$ cat config.mk
export PLATFORM = sky130hd
export DESIGN_NAME = lidar_frame_point_parser_top
export DESIGN_NICKNAME = d
export VERILOG_FILES = /design/src/rtl/lfpp_pkg.sv /design/src/rtl/lfpp_front.sv /design/src/rtl/lfpp_fifo.sv /design/src/rtl/lfpp_div.sv /design/src/rtl/lfpp_back.sv /design/src/rtl/lidar_frame_point_parser_top.sv
export SDC_FILE = /design/constraint.sdc
export NUM_CORES = 1
export LEC_CHECK = 0
export BUFFER_PORTS_ARGS = -buffer_cell sky130_fd_sc_hd__buf_4
export CAP_MARGIN = 20
export CORE_MARGIN = 3
export CORE_UTILIZATION = 60
export DETAILED_ROUTE_END_ITERATION = 12
export GPL_ROUTABILITY_DRIVEN = 0
export HOLD_SLACK_MARGIN = 0.08
export PLACE_DENSITY = 0.79
export SLEW_MARGIN = 20
export SYNTH_ARGS = -nofsm -noshare
export SYNTH_HDL_FRONTEND = slang
export SYNTH_HIERARCHICAL = 1
export SYNTH_SLANG_ARGS = --single-unit
$ cat constraint.sdc
create_clock -name clk -period 7.8 [get_ports clk]
set_input_delay 0.39 -clock clk [delete_from_list [all_inputs] [get_ports clk]]
set_output_delay 0.39 -clock clk [all_outputs]
set_load 0.01 [all_outputs]
$ cat src/rtl/lfpp_pkg.sv
// Types and constants shared by the lidar frame point parser.
`default_nettype none
package lfpp_pkg;

    localparam int HEADER_LEN = 16;
    localparam int FULL_TURN  = 36000;
    localparam int CFG_IDX_W  = 2;
    localparam int CFG_DATA_W = 16;

    localparam logic [CFG_IDX_W-1:0] CFG_PREAMBLE    = 2'd0;
    localparam logic [CFG_IDX_W-1:0] CFG_DEVICE_TYPE = 2'd1;
    localparam logic [CFG_IDX_W-1:0] CFG_DATA_FRAME  = 2'd2;
    localparam logic [CFG_IDX_W-1:0] CFG_V1_FORMAT   = 2'd3;

    localparam logic [3:0] MIN_OFFSET_NIBBLE = 4'd3;
    localparam logic [1:0] LAST_PHASE        = 2'd3;
    localparam logic [1:0] TALLY_MAX         = 2'd3;
    localparam logic [1:0] TALLY_MIN_GOOD    = 2'd2;

    typedef struct packed {
        logic [7:0] data_byte;
        logic       datagram_end;
    } item_t;

    typedef struct packed {
        logic [15:0] distance;
        logic [15:0] quality;
        logic [15:0] angle_centideg;
        logic        scan_sync;
        logic        frame_end;
        logic        laser_fault;
    } point_t;

    typedef struct packed {
        logic [15:0] preamble_word;
        logic [3:0]  device_type_code;
        logic [3:0]  data_frame_code;
        logic [3:0]  v1_format_code;
    } cfg_t;

    typedef enum logic {
        OP_HEADER,
        OP_POINT
    } op_kind_t;

    typedef struct packed {
        op_kind_t           kind;
        logic               div_en;
        logic signed [16:0] div_num;
        logic [15:0]        div_den;
        logic [15:0]        distance;
        logic [15:0]        quality;
        logic [7:0]         step_byte;
        logic [15:0]        start_angle;
        logic               first;
        logic               last;
        logic               sync;
        logic               v1;
    } op_t;

endpackage
`default_nettype wire

$ cat src/rtl/lfpp_front.sv
// Front end: byte position tracking, header capture and check, point assembly.
`default_nettype none
module lfpp_front #(
    parameter int MAX_DATAGRAM_BYTES = 2048
) (
    input  wire logic           clk,
    input  wire logic           rst_n,
    input  wire lfpp_pkg::cfg_t cfg,
    input  wire logic           item_valid,
    output logic                item_stall,
    input  wire lfpp_pkg::item_t item,
    output logic                op_valid,
    output lfpp_pkg::op_t       op,
    input  wire logic           op_full
);
    import lfpp_pkg::*;

    localparam int PW = $clog2(MAX_DATAGRAM_BYTES + 1);

    logic [PW-1:0] pos_reg, pos_next;
    logic [7:0]    hdr_reg [HEADER_LEN];
    logic          good_reg, good_next;
    logic [15:0]   pnum_reg, pnum_next;
    logic [23:0]   hold_reg, hold_next;

    logic          accept;
    logic          in_range, is_hdr, hdr_last, hdr_ok, v1_now, in_data, last_pt;
    logic [15:0]   count, start_angle, end_angle;
    logic [PW-1:0] data_start, rel;
    logic [16:0]   pnum_inc;

    assign item_stall = op_full;
    assign accept     = item_valid && !op_full;

    assign in_range    = pos_reg < PW'(MAX_DATAGRAM_BYTES);
    assign is_hdr      = pos_reg < PW'(HEADER_LEN);
    assign hdr_last    = pos_reg == PW'(HEADER_LEN - 1);
    assign count       = {hdr_reg[12], hdr_reg[13]};
    assign start_angle = {hdr_reg[10], hdr_reg[11]};
    assign end_angle   = {hdr_reg[14], item.data_byte};
    assign v1_now      = hdr_reg[8][3:0] == cfg.v1_format_code;
    assign hdr_ok      = ({hdr_reg[0], hdr_reg[1]} == cfg.preamble_word)
                      && (hdr_reg[2][7:4] == cfg.device_type_code)
                      && (hdr_reg[2][3:0] == cfg.data_frame_code)
                      && (count != 16'd0)
                      && (hdr_reg[3][7:4] >= MIN_OFFSET_NIBBLE);
    assign data_start  = PW'({hdr_reg[3][7:4], 2'b00}) + PW'(4);
    assign in_data     = pos_reg >= data_start;
    assign rel         = pos_reg - data_start;
    assign pnum_inc    = {1'b0, pnum_reg} + 17'd1;
    assign last_pt     = pnum_inc >= {1'b0, count};

    always_comb
    begin
        pos_next  = pos_reg;
        good_next = good_reg;
        pnum_next = pnum_reg;
        hold_next = hold_reg;
        op_valid  = 1'b0;
        op        = '0;
        op.kind        = OP_POINT;
        op.distance    = {hold_reg[7:0], item.data_byte};
        op.quality     = v1_now ? hold_reg[23:8] : {8'd0, hold_reg[23:16]};
        op.step_byte   = hold_reg[15:8];
        op.start_angle = start_angle;
        op.first       = pnum_reg == 16'd0;
        op.last        = last_pt;
        op.sync        = last_pt && (hdr_reg[8][7:4] != 4'd0);
        op.v1          = v1_now;
        op.div_en      = v1_now && (count >= 16'd2);
        op.div_num     = $signed({1'b0, end_angle}) - $signed({1'b0, start_angle});
        op.div_den     = count - 16'd1;
        if (accept)
        begin
            if (in_range)
            begin
                pos_next = pos_reg + PW'(1);
                if (is_hdr)
                begin
                    if (hdr_last)
                    begin
                        good_next = hdr_ok;
                        if (hdr_ok)
                        begin
                            pnum_next = '0;
                            hold_next = '0;
                            op_valid  = 1'b1;
                            op.kind   = OP_HEADER;
                        end
                    end
                end
                else if (good_reg && in_data)
                begin
                    if (rel[1:0] != LAST_PHASE)
                    begin
                        hold_next = {hold_reg[15:0], item.data_byte};
                    end
                    else
                    begin
                        op_valid = 1'b1;
                        if (last_pt)
                        begin
                            good_next = 1'b0;
                            pnum_next = '0;
                        end
                        else
                        begin
                            pnum_next = pnum_inc[15:0];
                        end
                    end
                end
            end
            if (item.datagram_end)
            begin
                pos_next  = '0;
                good_next = 1'b0;
                pnum_next = '0;
                hold_next = '0;
            end
        end
    end

    always_ff @(posedge clk or negedge rst_n)
    begin
        if (!rst_n)
        begin
            pos_reg  <= '0;
            good_reg <= 1'b0;
            pnum_reg <= '0;
            hold_reg <= '0;
        end
        else
        begin
            pos_reg  <= pos_next;
            good_reg <= good_next;
            pnum_reg <= pnum_next;
            hold_reg <= hold_next;
        end
    end

    always_ff @(posedge clk)
    begin
        if (accept && in_range && is_hdr)
        begin
            hdr_reg[pos_reg[3:0]] <= item.data_byte;
        end
    end

endmodule
`default_nettype wire

$ cat src/rtl/lfpp_fifo.sv
// Two-entry queue of work words between front and back.
`default_nettype none
module lfpp_fifo (
    input  wire logic          clk,
    input  wire logic          rst_n,
    input  wire logic          wr_en,
    input  wire lfpp_pkg::op_t wr_data,
    output logic               full,
    input  wire logic          rd_en,
    output lfpp_pkg::op_t      rd_data,
    output logic               not_empty
);
    import lfpp_pkg::*;

    op_t        mem_reg [2];
    logic       wptr_reg, rptr_reg;
    logic [1:0] cnt_reg, cnt_next;

    assign full      = cnt_reg == 2'd2;
    assign not_empty = cnt_reg != 2'd0;
    assign rd_data   = mem_reg[rptr_reg];

    always_comb
    begin
        cnt_next = cnt_reg;
        if (wr_en && !rd_en)
        begin
            cnt_next = cnt_reg + 2'd1;
        end
        else if (rd_en && !wr_en)
        begin
            cnt_next = cnt_reg - 2'd1;
        end
    end

    always_ff @(posedge clk or negedge rst_n)
    begin
        if (!rst_n)
        begin
            wptr_reg <= 1'b0;
            rptr_reg <= 1'b0;
            cnt_reg  <= '0;
        end
        else
        begin
            cnt_reg <= cnt_next;
            if (wr_en)
            begin
                wptr_reg <= !wptr_reg;
            end
            if (rd_en)
            begin
                rptr_reg <= !rptr_reg;
            end
        end
    end

    always_ff @(posedge clk)
    begin
        if (wr_en)
        begin
            mem_reg[wptr_reg] <= wr_data;
        end
    end

endmodule
`default_nettype wire

$ cat src/rtl/lfpp_div.sv
// Signed divider for the V1 angle step, one quotient bit a cycle, truncating.
`default_nettype none
module lfpp_div (
    input  wire logic               clk,
    input  wire logic               rst_n,
    input  wire logic               start,
    input  wire logic signed [16:0] num,
    input  wire logic        [15:0] den,
    output logic                    busy,
    output logic                    done,
    output logic signed [16:0]      quotient
);
    logic        busy_reg, done_reg, neg_reg;
    logic [3:0]  cnt_reg;
    logic [16:0] rem_reg, rem_shift, mag;
    logic [15:0] quo_reg, den_reg;

    assign mag       = num[16] ? 17'(-num) : 17'(num);
    assign rem_shift = {rem_reg[15:0], quo_reg[15]};
    assign busy      = busy_reg || done_reg;
    assign done      = done_reg;
    assign quotient  = neg_reg ? -$signed({1'b0, quo_reg}) : $signed({1'b0, quo_reg});

    always_ff @(posedge clk or negedge rst_n)
    begin
        if (!rst_n)
        begin
            busy_reg <= 1'b0;
            done_reg <= 1'b0;
            cnt_reg  <= '0;
        end
        else
        begin
            done_reg <= 1'b0;
            if (start)
            begin
                busy_reg <= 1'b1;
                cnt_reg  <= 4'd15;
            end
            else if (busy_reg)
            begin
                cnt_reg <= cnt_reg - 4'd1;
                if (cnt_reg == 4'd0)
                begin
                    busy_reg <= 1'b0;
                    done_reg <= 1'b1;
                end
            end
        end
    end

    always_ff @(posedge clk)
    begin
        if (start)
        begin
            quo_reg <= mag[15:0];
            rem_reg <= '0;
            den_reg <= den;
            neg_reg <= num[16];
        end
        else if (busy_reg)
        begin
            if (rem_shift >= {1'b0, den_reg})
            begin
                rem_reg <= rem_shift - {1'b0, den_reg};
                quo_reg <= {quo_reg[14:0], 1'b1};
            end
            else
            begin
                rem_reg <= rem_shift;
                quo_reg <= {quo_reg[14:0], 1'b0};
            end
        end
    end

endmodule
`default_nettype wire

$ cat src/rtl/lfpp_back.sv
// Back end: angle step, angle wrap, nonzero tally and the output register.
`default_nettype none
module lfpp_back (
    input  wire logic      clk,
    input  wire logic      rst_n,
    input  wire logic      op_valid,
    input  wire lfpp_pkg::op_t op,
    output logic           op_pop,
    output logic           point_valid,
    input  wire logic      point_stall,
    output lfpp_pkg::point_t point
);
    import lfpp_pkg::*;

    localparam logic signed [18:0] TURN1 = 19'(FULL_TURN);
    localparam logic signed [18:0] TURN2 = 19'(2 * FULL_TURN);

    function automatic logic [15:0] wrap_turn(input logic signed [18:0] s);
        logic signed [18:0] r;
        begin
            if (s < 0)
            begin
                r = (s + TURN1 < 0) ? s + TURN2 : s + TURN1;
            end
            else if (s >= TURN2)
            begin
                r = s - TURN2;
            end
            else if (s >= TURN1)
            begin
                r = s - TURN1;
            end
            else
            begin
                r = s;
            end
            return r[15:0];
        end
    endfunction

    logic signed [16:0] step_reg;
    logic [15:0]        acc_reg;
    logic [1:0]         tally_reg, tally_inc;
    point_t             out_reg;
    logic               out_valid_reg;

    logic               div_start, div_busy, div_done, out_free, pop_point;
    logic signed [16:0] div_q;
    logic signed [18:0] sum;
    logic [15:0]        ang;

    lfpp_div u_div (
        .clk      (clk),
        .rst_n    (rst_n),
        .start    (div_start),
        .num      (op.div_num),
        .den      (op.div_den),
        .busy     (div_busy),
        .done     (div_done),
        .quotient (div_q)
    );

    assign out_free  = !out_valid_reg || !point_stall;
    assign op_pop    = op_valid && !div_busy && ((op.kind == OP_HEADER) || out_free);
    assign pop_point = op_pop && (op.kind == OP_POINT);
    assign div_start = op_pop && (op.kind == OP_HEADER) && op.div_en;

    always_comb
    begin
        if (op.first)
        begin
            sum = $signed({3'b000, op.start_angle});
        end
        else if (op.v1)
        begin
            sum = $signed({3'b000, acc_reg}) + 19'(step_reg);
        end
        else
        begin
            sum = $signed({3'b000, acc_reg}) + $signed({11'd0, op.step_byte});
        end
        ang = wrap_turn(sum);
        tally_inc = ((op.distance != 16'd0) && (tally_reg != TALLY_MAX))
                  ? tally_reg + 2'd1 : tally_reg;
    end

    assign point_valid = out_valid_reg;
    assign point       = out_reg;

    always_ff @(posedge clk or negedge rst_n)
    begin
        if (!rst_n)
        begin
            step_reg      <= '0;
            acc_reg       <= '0;
            tally_reg     <= '0;
            out_valid_reg <= 1'b0;
        end
        else
        begin
            if (div_done)
            begin
                step_reg <= div_q;
            end
            else if (op_pop && (op.kind == OP_HEADER) && !op.div_en)
            begin
                step_reg <= '0;
            end
            if (pop_point)
            begin
                acc_reg       <= op.last ? 16'd0 : ang;
                tally_reg     <= op.sync ? 2'd0 : tally_inc;
                out_valid_reg <= 1'b1;
            end
            else if (!point_stall)
            begin
                out_valid_reg <= 1'b0;
            end
        end
    end

    always_ff @(posedge clk)
    begin
        if (pop_point)
        begin
            out_reg.distance       <= op.distance;
            out_reg.quality        <= op.quality;
            out_reg.angle_centideg <= ang;
            out_reg.scan_sync      <= op.sync;
            out_reg.frame_end      <= op.last;
            out_reg.laser_fault    <= op.sync && (tally_inc < TALLY_MIN_GOOD);
        end
    end

endmodule
`default_nettype wire

$ cat src/rtl/lidar_frame_point_parser_top.sv
// A point passes through the work queue and then the output register after its last byte is accepted.
// Throughput: one byte per cycle while the work queue has room; a V1 header starts the
// step divider, which holds the work queue while busy and so stalls bytes after it.
// Reset (rst_n, async, low): position, frame state, queue, tally and
// configuration registers clear; header bytes hold no reset.
`default_nettype none
module lidar_frame_point_parser_top #(
    parameter int MAX_DATAGRAM_BYTES = 2048
) (
    input  wire logic                            clk,
    input  wire logic                            rst_n,
    input  wire logic                            cfg_write_en,
    input  wire logic [lfpp_pkg::CFG_IDX_W-1:0]  cfg_index,
    input  wire logic [lfpp_pkg::CFG_DATA_W-1:0] cfg_data,
    input  wire logic                            item_valid,
    output logic                                 item_stall,
    input  wire lfpp_pkg::item_t                 item,
    output logic                                 point_valid,
    input  wire logic                            point_stall,
    output lfpp_pkg::point_t                     point
);
    import lfpp_pkg::*;

    cfg_t cfg_reg;
    op_t  fr_op, q_op;
    logic fr_valid, q_full, q_pop, q_valid;

    always_ff @(posedge clk or negedge rst_n)
    begin
        if (!rst_n)
        begin
            cfg_reg <= '0;
        end
        else if (cfg_write_en)
        begin
            unique case (cfg_index)
                CFG_PREAMBLE:    cfg_reg.preamble_word    <= cfg_data;
                CFG_DEVICE_TYPE: cfg_reg.device_type_code <= cfg_data[3:0];
                CFG_DATA_FRAME:  cfg_reg.data_frame_code  <= cfg_data[3:0];
                CFG_V1_FORMAT:   cfg_reg.v1_format_code   <= cfg_data[3:0];
                default:         ;
            endcase
        end
    end

    lfpp_front #(
        .MAX_DATAGRAM_BYTES (MAX_DATAGRAM_BYTES)
    ) u_front (
        .clk        (clk),
        .rst_n      (rst_n),
        .cfg        (cfg_reg),
        .item_valid (item_valid),
        .item_stall (item_stall),
        .item       (item),
        .op_valid   (fr_valid),
        .op         (fr_op),
        .op_full    (q_full)
    );

    lfpp_fifo u_fifo (
        .clk       (clk),
        .rst_n     (rst_n),
        .wr_en     (fr_valid),
        .wr_data   (fr_op),
        .full      (q_full),
        .rd_en     (q_pop),
        .rd_data   (q_op),
        .not_empty (q_valid)
    );

    lfpp_back u_back (
        .clk         (clk),
        .rst_n       (rst_n),
        .op_valid    (q_valid),
        .op          (q_op),
        .op_pop      (q_pop),
        .point_valid (point_valid),
        .point_stall (point_stall),
        .point       (point)
    );

endmodule
`default_nettype wire

# Word-level counts from Yosys, hierarchy flattened
# Memory sizes are Yosys's and may differ from the RTL's.
# Cells that the tools add are included.
[totals]
elab_cells = 202
ram_bits = 318
memories = 2
output_inout_bits = 53
inputBits = 32
regBits = 227
[classes]
n_bitwise = 1
n_addsub = 20
reduce_logical = 54
muxes = 70
n_lt_le_gt_ge = 12
eq_ne = 15
[memory_table]
columns = ["memory", "words", "word_bits", "rd", "rd_clocked_by_memory_dff", "wr", "line", "rtl"]
rows = [
  ["u_fifo.mem_reg", 2, 95, 1, 0, 1, "lfpp_fifo.sv:15", "op_t mem_reg [2];"],
  ["u_front.hdr_reg", 16, 8, 10, 0, 1, "lfpp_front.sv:21", "logic [7:0] hdr_reg [HEADER_LEN];"],
]
[ops]
columns = ["cell", "n"]
rows = [
  ["16-bit two-way mux", 18],
  ["24-bit two-way mux", 7],
  ["17-bit two-way mux", 3],
  ["19-bit two-way mux", 2],
  ["17-bit by 16-bit >= comparator with 1-bit output", 2],
  ["32-bit by 1-bit less-than comparator with 1-bit output, second input constant", 1],
  ["1-bit two-way mux", 32],
  ["16-bit nonzero test", 2],
  ["12-bit two-way mux", 2],
  ["19-bit by 17-bit adder with 20-bit output, second input constant", 1],
  ["1-bit logical AND", 20],
  ["19-bit by 17-bit >= comparator with 1-bit output, second input constant", 1],
  ["19-bit by 18-bit >= comparator with 1-bit output, second input constant", 1],
  ["19-bit by 1-bit less-than comparator with 1-bit output, second input constant", 1],
  ["17-bit by 17-bit adder with 18-bit output", 1],
  ["6-bit AND reduction", 3],
  ["16-bit by 1-bit adder with 17-bit output, second input constant", 1],
  ["16-bit by 8-bit adder with 17-bit output", 1],
  ["16-bit negator with 17-bit output", 1],
  ["16-bit by 16-bit subtractor with 17-bit output", 1],
  ["16-bit by 14-bit adder with 16-bit output, second input constant", 1],
  ["16-bit adder, second input constant", 1],
  ["16-bit == test", 1],
  ["16-bit by 2-bit >= comparator with 1-bit output, second input constant", 1],
  ["36 further kinds", 67],
]

# Depth between registers and ports, before layout
# Gate-level depths: netlist of run 1.
# An unclocked memory read counts as a cell.
[depth]
word_depth = 15
ltp_mapped = 20
ltp_nobuf = 18

# By module
# The synthesis of run 1 kept the hierarchy.
[by_module_without_submodules]
columns = ["mod", "cells_per_inst", "n_inst", "area_per_inst_um2", "seq_area_each_um2"]
rows = [
  ["lfpp_front", 665, 1, 7398.3, 3608.5],
  ["lfpp_fifo", 312, 1, 7245.7, 5805.6],
  ["lfpp_back", 580, 1, 5798.1, 2432.3],
  ["lfpp_div", 391, 1, 3598.5, 1461.4],
  ["lidar_frame_point_parser_top", 61, 1, 1069.8, 700.7],
]

# Least setup slack after synthesis of run 1
# No wires, ideal clock.
[synth_timing]
path_kind = "register to register"
startpoint = "memory u_front.hdr_reg[3][4]"
endpoint = "memory u_fifo/mem_reg[0][0] (netlist name), enable pin"
stages_incl_launch_ff = 11
synth_period_minus_slack_ns = 6.717
arrival_ns = 6.156
path_buffers = 0
path_slack_ns = 1.083
cell_sequence = "edfxtp_1 > ha_1 > xnor2_1 > ha_1 > a2111oi_0 > o21ai_1 > o311a_1 > o21a_1 > a21oi_1 > nor3_1 > nor2b_1"
[synth_lines]
columns = ["item", "line"]
rows = [
  ["start: declaration", "lfpp_front.sv:21"],
  ["end: declaration", "lfpp_fifo.sv:15"],
]

==> results of run 1 <==
## cells by family after synthesis
group	after synthesis	synth area share, %
buf+inv	190	3.87
simple gates	511	10.6
xor+xnor	135	4.71
compound gates	408	11.7
mux	170	8.10
flops	493	55.8
fa+ha+maj	102	5.20
## through the flow
step           instances  hold WS [ps]  total power, mW
3_5_place_dp        2547           409             6.81
5_1_grt             2657           124             9.61
4_1_cts             2655          93.3             9.11
2_1_floorplan       2009          94.4             6.11
6_report            2657           127             9.11
3_3_place_gp        2546           404             6.69
## cells in the final DEF (no fill, tap or decap), drive strengths merged, types with 31 or more instances in the layout
cell type  instances
clkbuf            62
a22o              59
dfrtp            127
xnor2             87
a21oi             93
buf               96
nor2             104
mux2             142
inv              102
and2              31
nor3              42
nand3             50
ha                98
o21ai             85
edfxtp           350
xor2              48
nand2            123
## metal layers
metal | wire (um) | vias to the layer above | global-route usage, %
li1 | - | 7617 | -
met2 | 26400 | 641 | 40.5
met1 | 23100 | 8162 | 33.3
met5 | 0 | - | 0
met3 | 3670 | 131 | 4.05
met4 | 1840 | 0 | 8.55
## synth_stat cells (41+ instances only)
library cell	n
edfxtp_1	350
dfrtp_1	127
nand2_1	122
nor2_1	100
inv_1	99
ha_1	98
mux2_2	96
a21oi_1	89
xnor2_1	87
o21ai_0	68
nand3_1	48
xor2_1	48
a22o_1	41
mux2_4	41
## worst max-delay path: stages (launching register included)
cell      delay, ps
dfrtp_4         880
mux2_2          290
ha_1            180
inv_1            60
fa_1            400
nand2b_2        230
a21oi_4         170
o22ai_1         120
xor2_1          150
a222oi_1        610
clkbuf_2        280
inv_1           120
ha_1            220
a21boi_0        170
o211ai_1        110
a31oi_1         570
a2bb2o_2        380
a221oi_2        270
xor2_1          110
a22o_1          210
## what timing repair did
action	CTS	global route
endpoints found under the hold margin	90	0
gates resized for setup	0	0
hold buffers	18	0
## power groups by stage
stage	Clock, mW	Combinational, mW	Sequential (mW)
4_1_cts	2.31	3.23	3.57
3_5_place_dp	0	3.19	3.62
5_1_grt	2.41	3.58	3.62
6_report	2.27	3.27	3.58
3_3_place_gp	0	3.09	3.61
2_1_floorplan	0	2.64	3.46
## how the worst min path moves through the flow
stage               startpoint                       to  slack, ps
floorplan                rst_n               cfg_reg[0]         90
global placement         rst_n  u_back/u_div/cnt_reg[0]        400
detailed placement       rst_n  u_back/u_div/cnt_reg[0]        410
CTS                    item[0]       u_front/pos_reg[9]         90
global route           item[0]       u_front/pos_reg[9]        120
finish                 item[0]       u_front/pos_reg[9]        130
## layout make-up
cell class	instances	area [um^2]	area share, %
inverters	100	375	1.35
flip-flops and latches	493	14000	50.6
clock inverters	30	269	0.971
repair buffers	116	923	3.33
clock buffers	60	1300	4.68
multi-input cells	1326	10200	36.7
well taps	532	666	2.40
==> results.py, run 1 <==
metrics = {
    "timing": {
        "fmax_ghz": 0.175,
        "slew_headroom_pct": 30.9,
        "finalHoldViolations": 0,
        "timing.final.crit_share_pct": 73.2,
        "fin_setup_tns_ps": 0,
        "setup_viol": 0,
        "setup_ws_ps": 2090,
        "grt_setup_unrepaired": "no",
        "final_max_slew_viol_count": 0,
        "fin_skew_ps": 21.2,
        "period_needed_ps": 5710,
        "worst_pin_slew_ps": 1030,
    },
    "yosys": {
        "synth_area_leaders": "edfxtp_1, dfrtp_1, ha_1",
        "synthCells": 2009,
        "post_synth_num_cell_types": 104,
        "synthesis.area_mm2": 0.0251,
        "synth_nets": 2143,
        "async_flop_share_pct": 25.8,
        "synth_top_area_share_pct": 41.9,
        "synth_top_cell_by_area": "edfxtp_1",
        "ys_warn_count": 6,
        "avgSynthCellArea_um2": 12.5,
        "yosys_register_bits": 493,
        "yosysSeqAreaShare_pct": 55.8,
        "synthFlopType": "edfxtp_1",
        "synth_edf_count": 350,
    },
    "final_layout": {
        "n_fill_cell": 2845,
        "finalInstanceArea_mm2": 0.0277,
        "num_antenna_cells": 0,
        "nets": 2219,
        "area_growth_pct": 10.4,
        "utilization_pct": 67.4,
        "largest_reg_flops": 190,
        "layout-drive-gt1-share_pct": 18.4,
    },
    "detailed_routing": {
        "vias": 16600,
        "ant_nets": 0,
        "wl_um": 55100,
        "drt-pass1-iter-count": 5,
        "avgViaCountPerCell": 6.23,
        "drt_iter0_drc": 1507,
        "drc_errors": 0,
        "wl_per_cell_um": 20.7,
    },
    "setup_path": {
        "end_kind": "register",
        "required_ps": 8270,
        "worstSetupStartpointType": "register",
        "r2r_cells": 19,
        "r2r_end": "u_back/acc_reg[13]",
        "reg2reg_slack_ps": 2090,
        "crit_arrival_ps": 6180,
        "cp-startpoint": "u_fifo/rptr_reg",
        "crit_end": "u_back/acc_reg[13]",
        "critPathMaxFanout": 42,
        "r2r-start": "u_fifo/rptr_reg",
        "crit_type": "register to register",
    },
    "pwr": {
        "pwr-share-clk_pct": 24.9,
        "internal-power_mw": 5.87,
        "pwr-share-comb_pct": 35.9,
        "seq_power_share_pct": 39.3,
        "power_switching_mw": 3.24,
        "p_sw_share_pct": 35.6,
        "peakVddDrop_v": 0.000235,
        "power_per_cell_area_mw_per_mm2": 329,
        "p_leak_nw": 10.9,
    },
    "clocking": {
        "cts_root_buf": "clkbuf_16",
        "numCtsBuffers": 48,
        "cts_buffer_depth": 3,
        "clock-sinks": 493,
        "cts_tree": "built",
        "clk_pin_slew_ps": 60,
        "cts_htree_levels": 2,
        "post-cts-setup-buffer-count": 0,
        "worstSkewPairLatency_ps": 600,
    },
    "placed_design": {
        "hpwl_um": 37500,
        "placed_area_mm2": 0.0259,
        "port_buffers": 84,
        "place_ws_ps": 1870,
    },
    "die": {
        "core_area_mm2": 0.0411,
        "die_h_um": 211,
        "die_w_um": 211,
        "start_util_pct": 61.1,
        "io_pins": 85,
        "rows": 74,
        "design.die.area_mm2": 0.0443,
    },
    "grt": {
        "antenna_found_initial": 0,
        "grt_pass1_vias": 16200,
        "globalRoute.totalOverflow": 0,
        "grtUsageTotal_pct": 24.5,
        "grt_first_pass_wirelength_um": 87000,
        "grt_max_degree": 70,
    },
    "run": {
        "drv_cap": 0,
    },
    "hold_path": {
        "holdPathStages": 2,
        "hold_class": "primary input to register",
    },
    "status": {
        "status": "complete, no violations",
    },
}
No activity file was read; power rests on OpenSTA's default activity.
==> run 2, diff against run 1 <==
Clock period 7.8 ns to 5.35 ns, I/O delays scaled along.
==> run 2 against run 1 <==
Net effect: cell count up 0.60%; sequential share of layout area fell by 0.41 points; clock skew is 33 ps higher; largest power group unchanged.
==> results.py, run 2 (same netlist as run 1, synthesis figures left out) <==
metrics = {
    "die": {
        "rows": 74,
        "die_w_um": 211,
        "core_area_mm2": 0.0411,
        "start_util_pct": 61.1,
        "design.die.area_mm2": 0.0443,
        "die_h_um": 211,
        "io_pins": 85,
    },
    "pwr": {
        "power_per_cell_area_mw_per_mm2": 481,
        "power_switching_mw": 4.76,
        "seq_power_share_pct": 38.4,
        "pwr-share-comb_pct": 36.0,
        "p_leak_nw": 11.0,
        "internal-power_mw": 8.69,
        "finalPower_mw": 13.4,
        "peakVddDrop_v": 0.000303,
        "pwr-share-clk_pct": 25.6,
        "p_sw_share_pct": 35.4,
    },
    "detailed_routing": {
        "drc_errors": 0,
        "avgViaCountPerCell": 6.20,
        "met3WireLength_um": 3710,
        "drt_iter0_drc": 1563,
        "wl_um": 55700,
        "drt-pass1-iter-count": 5,
        "dr.max_layer_used": "met4",
        "ant_nets": 0,
        "vias": 16600,
        "wl_per_cell_um": 20.8,
        "met2RoutedLength_um": 26900,
        "wl_met1_um": 23100,
    },
    "final_layout": {
        "layout-drive-gt1-share_pct": 18.5,
        "nets": 2233,
        "final_cells": 2673,
        "num_antenna_cells": 0,
        "final_cell_mix": "edfxtp_1, dfrtp_1, nand2_1",
        "utilization_pct": 68.0,
        "final_common_cell": "edfxtp_1",
        "area_growth_pct": 11.3,
        "largest_reg_flops": 190,
        "finalInstanceArea_mm2": 0.0279,
    },
    "setup_path": {
        "r2r_cells": 17,
        "worstSetupStartpointType": "register",
        "required_ps": 5810,
        "cp-startpoint": "u_fifo/rptr_reg",
        "crit_arrival_ps": 5460,
        "max_stage_delay_ps": 610,
        "critPathTopFamily": "compound AO/OA/AOI/OAI gates",
        "crit_type": "register to register",
        "r2r_end": "u_back/acc_reg[10]",
        "end_kind": "register",
        "r2r-start": "u_fifo/rptr_reg",
        "cp_slowest_cell": "dfrtp_4",
        "reg2reg_slack_ps": 350,
        "crit_chain": "mux2_2, ha_1, a21o_1, a31oi_1, nand2_1, xor2_1, a221oi_1, inv_1, ha_1, o21bai_1, nand4_1, nand3_1, a31oi_4, mux2_2, a221oi_2, xor2_1, a31o_1",
        "critPathMaxFanout": 20,
        "crit_end": "u_back/acc_reg[10]",
        "crit_cells": 17,
        "path_buf_inv": 1,
    },
    "grt": {
        "antenna_found_initial": 0,
        "grt_max_degree": 76,
        "grtUsageTotal_pct": 24.8,
        "globalRoute.totalOverflow": 0,
        "grt_pass1_vias": 16400,
        "grt_first_pass_wirelength_um": 87900,
    },
    "run": {
        "drv_cap": 0,
    },
    "clocking": {
        "post-cts-setup-buffer-count": 0,
        "clk_pin_slew_ps": 60,
        "cts_tree": "built",
        "cts_root_buf": "clkbuf_16",
        "clock-sinks": 493,
        "worstSkewPairLatency_ps": 630,
        "cts_htree_levels": 2,
        "numCtsBuffers": 50,
        "cts_buffer_depth": 3,
    },
    "hold_path": {
        "hold_class": "primary input to register",
        "holdPathStages": 3,
    },
    "timing": {
        "grt_setup_unrepaired": "no",
        "setup_ws_ps": 353,
        "setup_viol": 0,
        "slew_headroom_pct": 26.9,
        "finalHoldViolations": 0,
        "timing.final.crit_share_pct": 93.4,
        "worst_pin_slew_ps": 1090,
        "fin_setup_tns_ps": 0,
        "fin_hold_ws_ps": 140,
        "fmax_ghz": 0.200,
        "fin_skew_ps": 54.6,
        "final_max_slew_viol_count": 0,
        "period_needed_ps": 5000,
    },
    "placed_design": {
        "placed_area_mm2": 0.0260,
        "hpwl_um": 37200,
        "port_buffers": 84,
        "place_inst": 2550,
        "place_ws_ps": 326,
    },
    "status": {
        "status": "complete, no violations",
    },
}
-- run 2: cell type report --
cell class	count	area (um^2)
inverters	100	375
fillers	2794	13200
repair buffers	128	1050
well taps	532	666
clock buffers	73	1410
clock inverters	21	233
flip-flops and latches	493	14000
multi-input cells	1326	10200
-- run 2: power groups by stage --
stage          logic, mW  registers (mW)  clock network [mW]
2_1_floorplan       3.85            5.05                   0
3_3_place_gp        4.56            5.21                   0
3_5_place_dp        4.71            5.23                   0
4_1_cts             4.77            5.16                3.49
5_1_grt             5.31            5.22                3.64
6_report            4.84            5.17                3.44
-- run 2: repair_timing --
action	in CTS	in global routing
endpoints found under the hold margin	206	0
hold buffers	28	0
setup endpoints to repair	0	5
resized for setup	0	3
-- run 2: worst min-delay path by stage --
stage | end | startpoint | slack, ps
floorplan | cfg_reg[0] | rst_n | -30
global placement | u_back/step_reg[15] | rst_n | 380
detailed placement | u_back/u_div/cnt_reg[1] | rst_n | 380
CTS | cfg_reg[20] | cfg_index[0] | 100
global route | cfg_reg[25] | cfg_index[0] | 130
finish | cfg_reg[25] | cfg_index[1] | 140
-- run 2: layer usage --
metal | vias to the layer above | GRT usage, %
li1 | 7664 | -
met1 | 8142 | 33.0
met2 | 619 | 41.1
met3 | 141 | 4.78
met4 | 0 | 9.05
met5 | - | 0
-- run 2: worst reg2reg max path, stage by stage (launching register included) --
cell and delay [ps]:
dfrtp_4 610, mux2_2 390, ha_1 380, a21o_1 220, a31oi_1 240, nand2_1 100
xor2_1 150, a221oi_1 420, inv_1 210, ha_1 250, o21bai_1 190, nand4_1 150
nand3_1 240, a31oi_4 320, mux2_2 390, a221oi_2 230, xor2_1 130, a31o_1 220
